--- config.mk ---
export PLATFORM = sky130hd
export DESIGN_NAME = bao_ctrl
export DESIGN_NICKNAME = d
export VERILOG_FILES = /design/src/hw/rtl/bandlimited_audio_oscillator_top_defines.svh /design/src/hw/rtl/bao_pkg.sv /design/src/hw/rtl/bao_ctrl.sv
export SDC_FILE = /design/constraint.sdc
export NUM_CORES = 1
export LEC_CHECK = 0
export BUFFER_PORTS_ARGS = -buffer_cell sky130_fd_sc_hd__clkbuf_2
export CORE_UTILIZATION = 51
export CTS_CLUSTER_DIAMETER = 150
export DETAILED_ROUTE_END_ITERATION = 6
export PLACE_DENSITY_LB_ADDON = 0.2
export SETUP_SLACK_MARGIN = 0.5
export SLEW_MARGIN = 20
export SYNTH_ARGS = -nofsm -noshare
export SYNTH_HDL_FRONTEND = slang
export SYNTH_SLANG_ARGS = --single-unit
--- constraint.sdc ---
create_clock -name clock -period 2.4 [get_ports clock]
set_input_delay 0.72 -clock clock [delete_from_list [all_inputs] [get_ports clock]]
set_output_delay 0.72 -clock clock [all_outputs]
set_load 0.01 [all_outputs]
--- src/hw/rtl/bandlimited_audio_oscillator_top_defines.svh ---
// Assertion macros for the band-limited audio oscillator.
`ifndef BANDLIMITED_AUDIO_OSCILLATOR_TOP_DEFINES_SVH
`define BANDLIMITED_AUDIO_OSCILLATOR_TOP_DEFINES_SVH

// Same-cycle implication, sampled on clock and disabled during reset.
`define BAO_ASSERT_IMPLIES(label, pre, post, msg) \
   label: assert property (@(posedge clock) disable iff (reset) (pre) |-> (post)) \
      else $error(msg);

// Next-cycle implication, sampled on clock and disabled during reset.
`define BAO_ASSERT_NEXT(label, pre, post, msg) \
   label: assert property (@(posedge clock) disable iff (reset) (pre) |=> (post)) \
      else $error(msg);

`endif

--- src/hw/rtl/bao_pkg.sv ---
// Shared constants and controller/datapath types of the band-limited audio oscillator.
package bao_pkg;

   localparam int SINE_TABLE_SIZE_DEF = 1024;
   localparam int PHASE_BITS_DEF      = 24;

   localparam int STEP_W   = 23;
   localparam int SAMPLE_W = 16;
   localparam int WAVE_W   = 2;
   localparam int AMP_W    = 16;
   localparam int PW_W     = 24;
   localparam int CSR_AW   = 4;
   localparam int CSR_DW   = 32;

   localparam logic [WAVE_W-1:0] WAVE_SAW   = 2'd0;
   localparam logic [WAVE_W-1:0] WAVE_PULSE = 2'd1;
   localparam logic [WAVE_W-1:0] WAVE_SINE  = 2'd2;
   // The remaining code is unused and gives a silent output.
   localparam logic [WAVE_W-1:0] WAVE_NONE  = 2'd3;

   localparam logic [1:0] REG_WAVEFORM    = 2'd0;
   localparam logic [1:0] REG_AMPLITUDE   = 2'd1;
   localparam logic [1:0] REG_PULSE_WIDTH = 2'd2;

   localparam logic [WAVE_W-1:0] WAVEFORM_RESET    = WAVE_SAW;
   localparam logic [AMP_W-1:0]  AMPLITUDE_RESET   = 16'd32768;
   localparam logic [PW_W-1:0]   PULSE_WIDTH_RESET = 24'd8388608;

   typedef struct packed {
      logic load;
      logic blep_setup;
      logic div_step;
      logic square;
      logic accum;
      logic second;
      logic sine_pos;
      logic rd_a;
      logic rd_b;
      logic mul0;
      logic mul1;
      logic sine_val;
      logic scale;
      logic out_load;
   } cmd_type;

   typedef struct packed {
      logic is_saw;
      logic is_pulse;
      logic is_sine;
      logic region_hit;
      logic div_last;
      logic more;
      logic out_free;
   } status_type;

endpackage

--- src/hw/rtl/bao_ctrl.sv ---
// Sequencing state machine of the oscillator.
module bao_ctrl (
   input  logic                clock,
   input  logic                reset,
   input  logic                req_valid,
   output logic                req_ready,
   input  bao_pkg::status_type status,
   output bao_pkg::cmd_type    cmd
);

   typedef enum logic [13:0] {
      ST_IDLE  = 14'b00000000000001,
      ST_BCHK  = 14'b00000000000010,
      ST_DIV   = 14'b00000000000100,
      ST_SQR   = 14'b00000000001000,
      ST_ACC   = 14'b00000000010000,
      ST_NEXT  = 14'b00000000100000,
      ST_SPOS  = 14'b00000001000000,
      ST_SRDA  = 14'b00000010000000,
      ST_SRDB  = 14'b00000100000000,
      ST_SM0   = 14'b00001000000000,
      ST_SM1   = 14'b00010000000000,
      ST_SVAL  = 14'b00100000000000,
      ST_SCALE = 14'b01000000000000,
      ST_DONE  = 14'b10000000000000
   } state_type;

   state_type state_ff, state_in;

   always_ff @(posedge clock) begin
      if (reset) begin
         state_ff <= ST_IDLE;
      end else begin
         state_ff <= state_in;
      end
   end

   assign req_ready = (state_ff == ST_IDLE);

   always_comb begin
      cmd      = '0;
      state_in = state_ff;
      case (state_ff)
         ST_IDLE: begin
            if (req_valid) begin
               cmd.load = 1'b1;
               if (status.is_saw || status.is_pulse) begin
                  state_in = ST_BCHK;
               end else if (status.is_sine) begin
                  state_in = ST_SPOS;
               end else begin
                  state_in = ST_SCALE;
               end
            end
         end
         ST_BCHK: begin
            cmd.blep_setup = 1'b1;
            state_in = status.region_hit ? ST_DIV : ST_NEXT;
         end
         ST_DIV: begin
            cmd.div_step = 1'b1;
            if (status.div_last) begin
               state_in = ST_SQR;
            end
         end
         ST_SQR: begin
            cmd.square = 1'b1;
            state_in = ST_ACC;
         end
         ST_ACC: begin
            cmd.accum = 1'b1;
            state_in = ST_NEXT;
         end
         ST_NEXT: begin
            if (status.more) begin
               cmd.second = 1'b1;
               state_in = ST_BCHK;
            end else begin
               state_in = ST_SCALE;
            end
         end
         ST_SPOS: begin
            cmd.sine_pos = 1'b1;
            state_in = ST_SRDA;
         end
         ST_SRDA: begin
            cmd.rd_a = 1'b1;
            state_in = ST_SRDB;
         end
         ST_SRDB: begin
            cmd.rd_b = 1'b1;
            state_in = ST_SM0;
         end
         ST_SM0: begin
            cmd.mul0 = 1'b1;
            state_in = ST_SM1;
         end
         ST_SM1: begin
            cmd.mul1 = 1'b1;
            state_in = ST_SVAL;
         end
         ST_SVAL: begin
            cmd.sine_val = 1'b1;
            state_in = ST_SCALE;
         end
         ST_SCALE: begin
            cmd.scale = 1'b1;
            state_in = ST_DONE;
         end
         ST_DONE: begin
            if (status.out_free) begin
               cmd.out_load = 1'b1;
               state_in = ST_IDLE;
            end
         end
         default: begin
            state_in = ST_IDLE;
         end
      endcase
   end

endmodule

==> impl_metrics.json, run 1 <==
{
  "status": "aborted with a tool error",
  "stop_stage": "global routing",
  "stop_error": "[ERROR GRT-0232] Routing congestion too high. Check the congestion heatmap in the GUI.",
  "dp_hpwl_um": 2080,
  "initial_utilization_pct": 55.6,
  "grt_max_degree": 12,
  "grt_overflow": 1,
  "gp_congestion": 0.918,
  "cts_buffers": 3,
  "yosys_warnings": 0,
  "io_buffer_count": 24,
  "synthCells": 123,
  "synth-seq-cells": 14,
  "placed_cells": 175,
  "syn_nets": 133,
  "place_ws_ns": 0.0768,
  "crit_endpoint": "cmd[10]",
  "synth.avg_cell_area_um2": 8.06,
  "cts_num_sinks": 14,
  "ys_seq_area_share_pct": 28.3,
  "ys_types": 39,
  "root_buffer": "clkbuf_4",
  "die-height_um": 46.1,
  "worstEpCategory": "primary output",
  "ys_async_sr_fraction_pct": 0,
  "ios": 25,
  "cts_max_level": 1,
  "clock_path_buffers": 2,
  "grtUsageTotal_pct": 66.0,
  "die_w_um": 46.1,
  "place_area_um2": 1200,
  "num_rows": 15,
  "yosys_most_used_dff": "dfxtp_1",
  "synth_edf_count": 0,
  "netlist_area_um2": 991
}
## kinds of logic after synthesis
group	synth area share [%]
AOI/OAI and AO/OA	16.5
DFF	28.3
and+or+nand+nor	47.1
xor gates and xnor gates	2.65
buffers and inverters	5.43
## metal layers
metal | overflow | global-route usage (%)
met3 | 0 | 50.6
met1 | 0 | 69.0
met5 | 0 | 8.57
met4 | 0 | 50.6
met2 | 1 | 86.8
## synthesized netlist by cell type, types with 3 or more instances
cell type,count,area (um^2)
nand2_1,11,41.3
inv_1,4,15.0
nor3_1,7,35.0
nor2b_1,3,18.8
buf_2,4,20.0
o32ai_1,3,26.3
xor2_1,3,26.3
nor4_4,3,63.8
o21ai_0,8,40.0
nor2_1,18,67.6
a21oi_1,4,20.0
nor4_1,4,25.0
dfxtp_1,14,280
nor3b_1,6,45.0
## metrics by stage
stage,hold slack [ns],setup TNS [ns],utilization (%)
after floorplan,0.525,0,-
after global placement,0.557,0,67.4
after detailed placement,0.568,0,67.4
after CTS,0.614,-0.469,89.1
## timing repair
| action | in CTS |
|---|---|
| pin swaps | 21 |
| endpoints found under the setup margin | 16 |
| buffers inserted | 31 |
| gates resized for setup | 32 |
| hold buffers | 0 |
==> run 2: changes to the inputs <==
- CORE_AREA: default -> 2 2 63 65
- CORE_UTILIZATION: 51 -> default
- CTS_CLUSTER_DIAMETER: 150 -> default
- DIE_AREA: default -> 0 0 65 67
- PLACE_DENSITY_LB_ADDON: 0.2 -> 0.15
- SETUP_SLACK_MARGIN: 0.5 -> default
==> run 2 against run 1 <==
Net effect:
- the flow now finishes, with violations (setup timing)
- synthesized area did not move
- synthesized cell count stayed put
==> impl_metrics.json, run 2 <==
{
  "cts_buffers": 3,
  "viasPerCell": 5.28,
  "cp_data_arrival_time_ns": 1.82,
  "timing.rr.start": "state_ff[8]",
  "path_depth": 5,
  "total_power_mw": 0.785,
  "yosys_most_used_dff": "dfxtp_1",
  "status": "complete, but fails checks",
  "reg2reg_depth": 13,
  "initial_utilization_pct": 27.5,
  "io_buffer_count": 24,
  "dp_hpwl_um": 2250,
  "criticalPathCategory": "reg2out",
  "wl_per_cell_um": 14.4,
  "cts_num_sinks": 14,
  "critPathLaunchType": "flip-flop",
  "path_buf_inv": 2,
  "grt_overflow": 0,
  "drt-pass1-iter-count": 4,
  "fin_nets": 182,
  "syn_to_final_growth_pct": 49.2,
  "grt_pass1_wl_um": 5040,
  "critPathRequiredTime_ns": 1.68,
  "die_w_um": 65,
  "rsz0062_at_grt": "yes",
  "r2r_slack_ns": -0.11,
  "finalCritPeriodShare_pct": 106,
  "yosys_warnings": 0,
  "largest_reg_flops": 14,
  "syn_nets": 133,
  "min_period_ns": 2.54,
  "synth_commonest_cells": "nor2_1, dfxtp_1, nand2_1",
  "vdd_drop_max_v": 0.000321,
  "ys_types": 39,
  "endpoint": "cmd[10]",
  "synth_most_common_cell": "nor2_1",
  "core_um2": 3610,
  "dieArea_um2": 4360,
  "drc_errors": 0,
  "grt_max_degree": 12,
  "netlist_area_um2": 991,
  "critPathTopFamily": "simple AND/OR/NAND/NOR gates",
  "antenna_left": 0,
  "fin_ws_ns": -0.137,
  "leakagePower_nw": 0.660,
  "synth-seq-cells": 14,
  "cp_cell_sequence": "nor4_4 > buf_4 > nand4_1 > nor3b_2 > buf_2",
  "cts_max_level": 1,
  "ys_async_sr_fraction_pct": 0,
  "cts_tree": "built",
  "die-height_um": 67,
  "synth_top_cell_area_share_pct": 28.3,
  "timing.hold.ws_ns": 0.578,
  "endpoint_kind": "output port",
  "tightest_slew_ns": 0.517,
  "clock_path_buffers": 2,
  "first_global_vias": 1061,
  "grtUsageTotal_pct": 15.3,
  "yosys.area_share.simple_pct": 47.1,
  "clk_pin_slew_ns": 0.06,
  "num_rows": 22,
  "final_max_slew_viol_count": 0,
  "worstSkewPairLatency_ns": 0.25,
  "synth.avg_cell_area_um2": 8.06,
  "critical-path-slowest-cell": "nor4_4",
  "layout-drive-gt1-share_pct": 48.0,
  "finClkSkew_ns": 0.00131,
  "violations": "setup timing",
  "ios": 25,
  "hold_path.class": "reg2reg",
  "hold_violations": 0,
  "yosys.area.top_type": "dfxtp_1",
  "synthCells": 123,
  "antenna_found_initial": 0,
  "synth-xor-area-share_pct": 2.65,
  "path_max_fanout": 4,
  "regMostFlops": "state_ff",
  "mostFrequentLayoutCells": "buf_4, clkbuf_2, nor2_1",
  "synth_top_family_by_area": "simple AND/OR/NAND/NOR gates",
  "power_density_nw_per_um2": 531,
  "timing.slew.headroom_pct": 64.7,
  "synth_edf_count": 0,
  "diodes": 0,
  "drtIter0Drc": 87,
  "synth_mux_area_share_pct": 0,
  "setup_viol": 13,
  "hold_buffers": 0,
  "root_buffer": "clkbuf_8",
  "num_vias": 1156,
  "synth-adder-area-share_pct": 0,
  "final_common_cell": "buf_4",
  "tns_ns": -0.769,
  "cap_violations": 0,
  "ys_seq_area_share_pct": 28.3,
  "timing.rr.end": "state_ff[12]",
  "fmax_mhz": 394,
  "reg_top3": "state_ff: 14 flops",
  "drt-total-wl_um": 3160,
  "gp_congestion": 0.815,
  "critPathMaxStageDelay_ns": 0.39,
  "ys_top_cells_by_area": "dfxtp_1, nor2_1, nor4_4",
  "synth_compound_area_share_pct": 16.5,
  "crit_path_start": "state_ff[8]"
}
## run 2: cell counts after synthesis
No cell type changed its count.
## run 2: layout make-up
class | count | area [um^2]
inverters | 4 | 15.0
well taps | 48 | 60.1
repair buffers | 51 | 345
flip-flops and latches | 14 | 290
multi-input cells | 98 | 713
fillers | 383 | 2130
clock buffers | 4 | 55.1
## run 2: repair_timing
item	4_1_cts	5_1_grt
pin swaps	8	6
setup buffers	11	3
gates resized for setup	10	20
setup endpoints to repair	9	18
## run 2: per-stage QoR
step / area, um^2 / cells / util (%) / setup slack (ns)
after floorplan: 991 / 123 / - / 0.124
after global placement: 1240 / 202 / 34.3 / 0.0704
after detailed placement: 1240 / 202 / 34.3 / 0.0820
after CTS: 1400 / 217 / 38.9 / -0.100
after global routing: 1480 / 219 / 41.0 / -0.221
final: 1480 / 219 / 41.0 / -0.137
## run 2: worst min-delay path by stage
stage                           start           to  slack (ns)  depth (start not counted)
after global routing      state_ff[7]  state_ff[8]        0.58                          1
after detailed placement  state_ff[2]  state_ff[3]        0.59                          1
after floorplan           state_ff[6]  state_ff[8]        0.52                          2
final                     state_ff[7]  state_ff[8]        0.58                          1
after global placement    state_ff[2]  state_ff[3]        0.58                          1
after CTS                 state_ff[7]  state_ff[8]        0.57                          1
## run 2: cells by family after synthesis
logic type / count (synthesis)
AOI/OAI and AO/OA: 24
xor gates and xnor gates: 3
buffers and inverters: 11
DFF: 14
and+or+nand+nor: 71
## run 2: power by group
group | total (mW) | switching [mW] | internal, mW
logic | 0.281 | 0.139 | 0.142
registers | 0.264 | 0.0211 | 0.243
clock network | 0.241 | 0.0949 | 0.146
## run 2: layer usage
layer	wire [um]	GRT usage, %
met5	0	0
met4	88	6.12
met3	181	4.73
met2	1520	24.6
met1	1370	18.9
No activity file was read; power rests on OpenSTA's default activity.
==> run 3: changes to the inputs <==
--- a/config.mk
+++ b/config.mk
@@ -8,2 +8,4 @@
 export BUFFER_PORTS_ARGS = -buffer_cell sky130_fd_sc_hd__clkbuf_2
+export CELL_PAD_IN_SITES_DETAIL_PLACEMENT = 1
+export CELL_PAD_IN_SITES_GLOBAL_PLACEMENT = 1
 export CORE_AREA = 2 2 63 65
==> constraint.sdc (replaced) <==
create_clock -name clock -period 2.4 [get_ports clock]
set_input_delay 0.12 -clock clock [delete_from_list [all_inputs] [get_ports clock]]
set_output_delay 0.12 -clock clock [all_outputs]
set_load 0.01 [all_outputs]
==> run 3 against run 2 <==
Net effect:
- the run now ends clean
- sequential share of layout area up 4.1 points
- sequential cell count unchanged
- clock skew about the same
- final area down 20%
- critical path type unchanged
- critical endpoint is now cmd[6]
==> impl_metrics.json, run 3 (synthesized netlist as in run 2, its figures left out) <==
{
  "status": "complete, no violations",
  "cp_common_cell": "nand2_1",
  "cp_data_arrival_time_ns": 2.04,
  "min_period_ns": 2.16,
  "antenna_found_initial": 0,
  "leakagePower_nw": 0.496,
  "drt-pass1-iter-count": 4,
  "clk_pin_slew_ns": 0.06,
  "num_vias": 1010,
  "cts_tree": "built",
  "power_density_nw_per_um2": 565,
  "fin_nets": 156,
  "r2r_slack_ns": 0.43,
  "cap_violations": 0,
  "finClkSkew_ns": 0.00113,
  "core_um2": 3610,
  "cts_max_level": 1,
  "die-height_um": 67,
  "diodes": 0,
  "ios": 25,
  "viasPerCell": 5.26,
  "post_cts_buffers": 0,
  "clock_power_share_pct": 29.8,
  "final_max_slew_viol_count": 0,
  "gp_congestion": 0.848,
  "endpoint_kind": "output port",
  "cts_num_sinks": 14,
  "drtIter0Drc": 68,
  "timing.slew.headroom_pct": 63.5,
  "die_w_um": 65,
  "area.sequential_um2": 280,
  "place_ws_ns": 0.447,
  "setup_viol": 0,
  "final_common_cell": "clkbuf_2",
  "grt_overflow": 0,
  "fin_util_pct": 32.8,
  "wl_met3_um": 125,
  "rsz0062_at_grt": "no",
  "first_global_vias": 1013,
  "critPathRequiredTime_ns": 2.28,
  "p_int_mw": 0.440,
  "seqPwrFrac_pct": 40.2,
  "hold_buffers": 0,
  "fill_cells": 449,
  "cts_buffers": 3,
  "vdd_drop_max_v": 0.000291,
  "drt-total-wl_um": 3050,
  "wl_met2_um": 1470,
  "fmax_mhz": 463,
  "initial_utilization_pct": 27.5,
  "power_switching_mw": 0.227,
  "finalCritPeriodShare_pct": 90.1,
  "p_sw_share_pct": 34.0,
  "layout-drive-gt1-share_pct": 25.7,
  "antenna_left": 0,
  "fin_ws_ns": 0.238,
  "regMostFlops": "state_ff",
  "dieArea_um2": 4360,
  "root_buffer": "clkbuf_8",
  "critPathMaxStageDelay_ns": 0.42,
  "clock_path_buffers": 2,
  "multiInputGateArea_um2": 657,
  "highest_layer": "met4",
  "syn_to_final_growth_pct": 19.2,
  "cp_cell_sequence": "nor4_4 > nand2_1 > nor2_1 > nand2_1 > nor3b_1 > clkbuf_2",
  "grt_max_degree": 12,
  "hold_path.class": "in2reg",
  "reg_top3": "state_ff: 14 flops",
  "criticalPathCategory": "reg2out",
  "worstSkewPairLatency_ns": 0.25,
  "tightest_slew_ns": 0.542,
  "met1_length_um": 1450,
  "largest_reg_flops": 14,
  "critical-path-slowest-cell": "nor4_4",
  "grt_pass1_wl_um": 5210,
  "io_buffer_count": 24,
  "mostFrequentLayoutCells": "clkbuf_2, nor2_1, dfxtp_1",
  "dp_hpwl_um": 2420,
  "wl_per_cell_um": 15.9,
  "tns_ns": 0,
  "hold_violations": 0,
  "num_rows": 22,
  "cts_resized": 0,
  "comb_power_share_pct": 30.0,
  "drc_errors": 0,
  "path_max_fanout": 8,
  "grtUsageTotal_pct": 15.8,
  "critPathLaunchType": "flip-flop"
}
run 3: cell types whose count changed in the layout (fill, tap and decap cells not counted), moves of 4 or more:
cell,change
dfxtp_1,+6
dfxtp_2,-5
buf_6,-4
clkbuf_2,+6
buf_4,-25
run 3: path summary, 6_finish.rpt:
kind                                  start          end  cells past startpoint
worst max-delay path            state_ff[8]       cmd[6]                      6
worst min-delay path              status[3]  state_ff[2]                      3
worst min register to register  state_ff[7]  state_ff[8]                      1
worst max register to register  state_ff[2]  state_ff[0]                      5
run 3: cell type report:
type,count,area share (%)
clock buffers,3,3.50
inverters,4,1.27
multi-input cells,98,55.6
flip-flops and latches,14,23.7
well taps,48,5.08
repair buffers,25,10.8
run 3: metrics by stage:
stage          hold WS, ns  area [um^2]  power [mW]  cells
3_3_place_gp         0.374         1140       0.470    189
4_1_cts              0.114         1180       0.678    192
2_1_floorplan        0.260          991       0.407    123
6_report             0.115         1180       0.667    192
3_5_place_dp         0.376         1140       0.473    189
5_1_grt              0.123         1180       0.712    192
run 3: critical path, delay by kind of cell (launching register included):
| kind | cells | cell delay (ns) |
|---|---|---|
| and+or+nand+nor | 5 | 1.22 |
| buffers and inverters | 1 | 0.16 |
| DFF | 1 | 0.40 |
run 3: power by group through the flow:
stage,Sequential [mW],Clock (mW),Combinational [mW]
floorplan,0.257,0,0.150
detailed placement,0.273,0,0.201
global route,0.270,0.215,0.227
global placement,0.272,0,0.198
CTS,0.268,0.209,0.202
finish,0.268,0.199,0.200
run 3: metal layers:
| layer | vias up | GRT usage (%) |
|---|---|---|
| met3 | 2 | 3.04 |
| met5 | - | 0 |
| met4 | 0 | 3.19 |
| met1 | 489 | 21.3 |
| met2 | 17 | 26.0 |
| li1 | 502 | - |
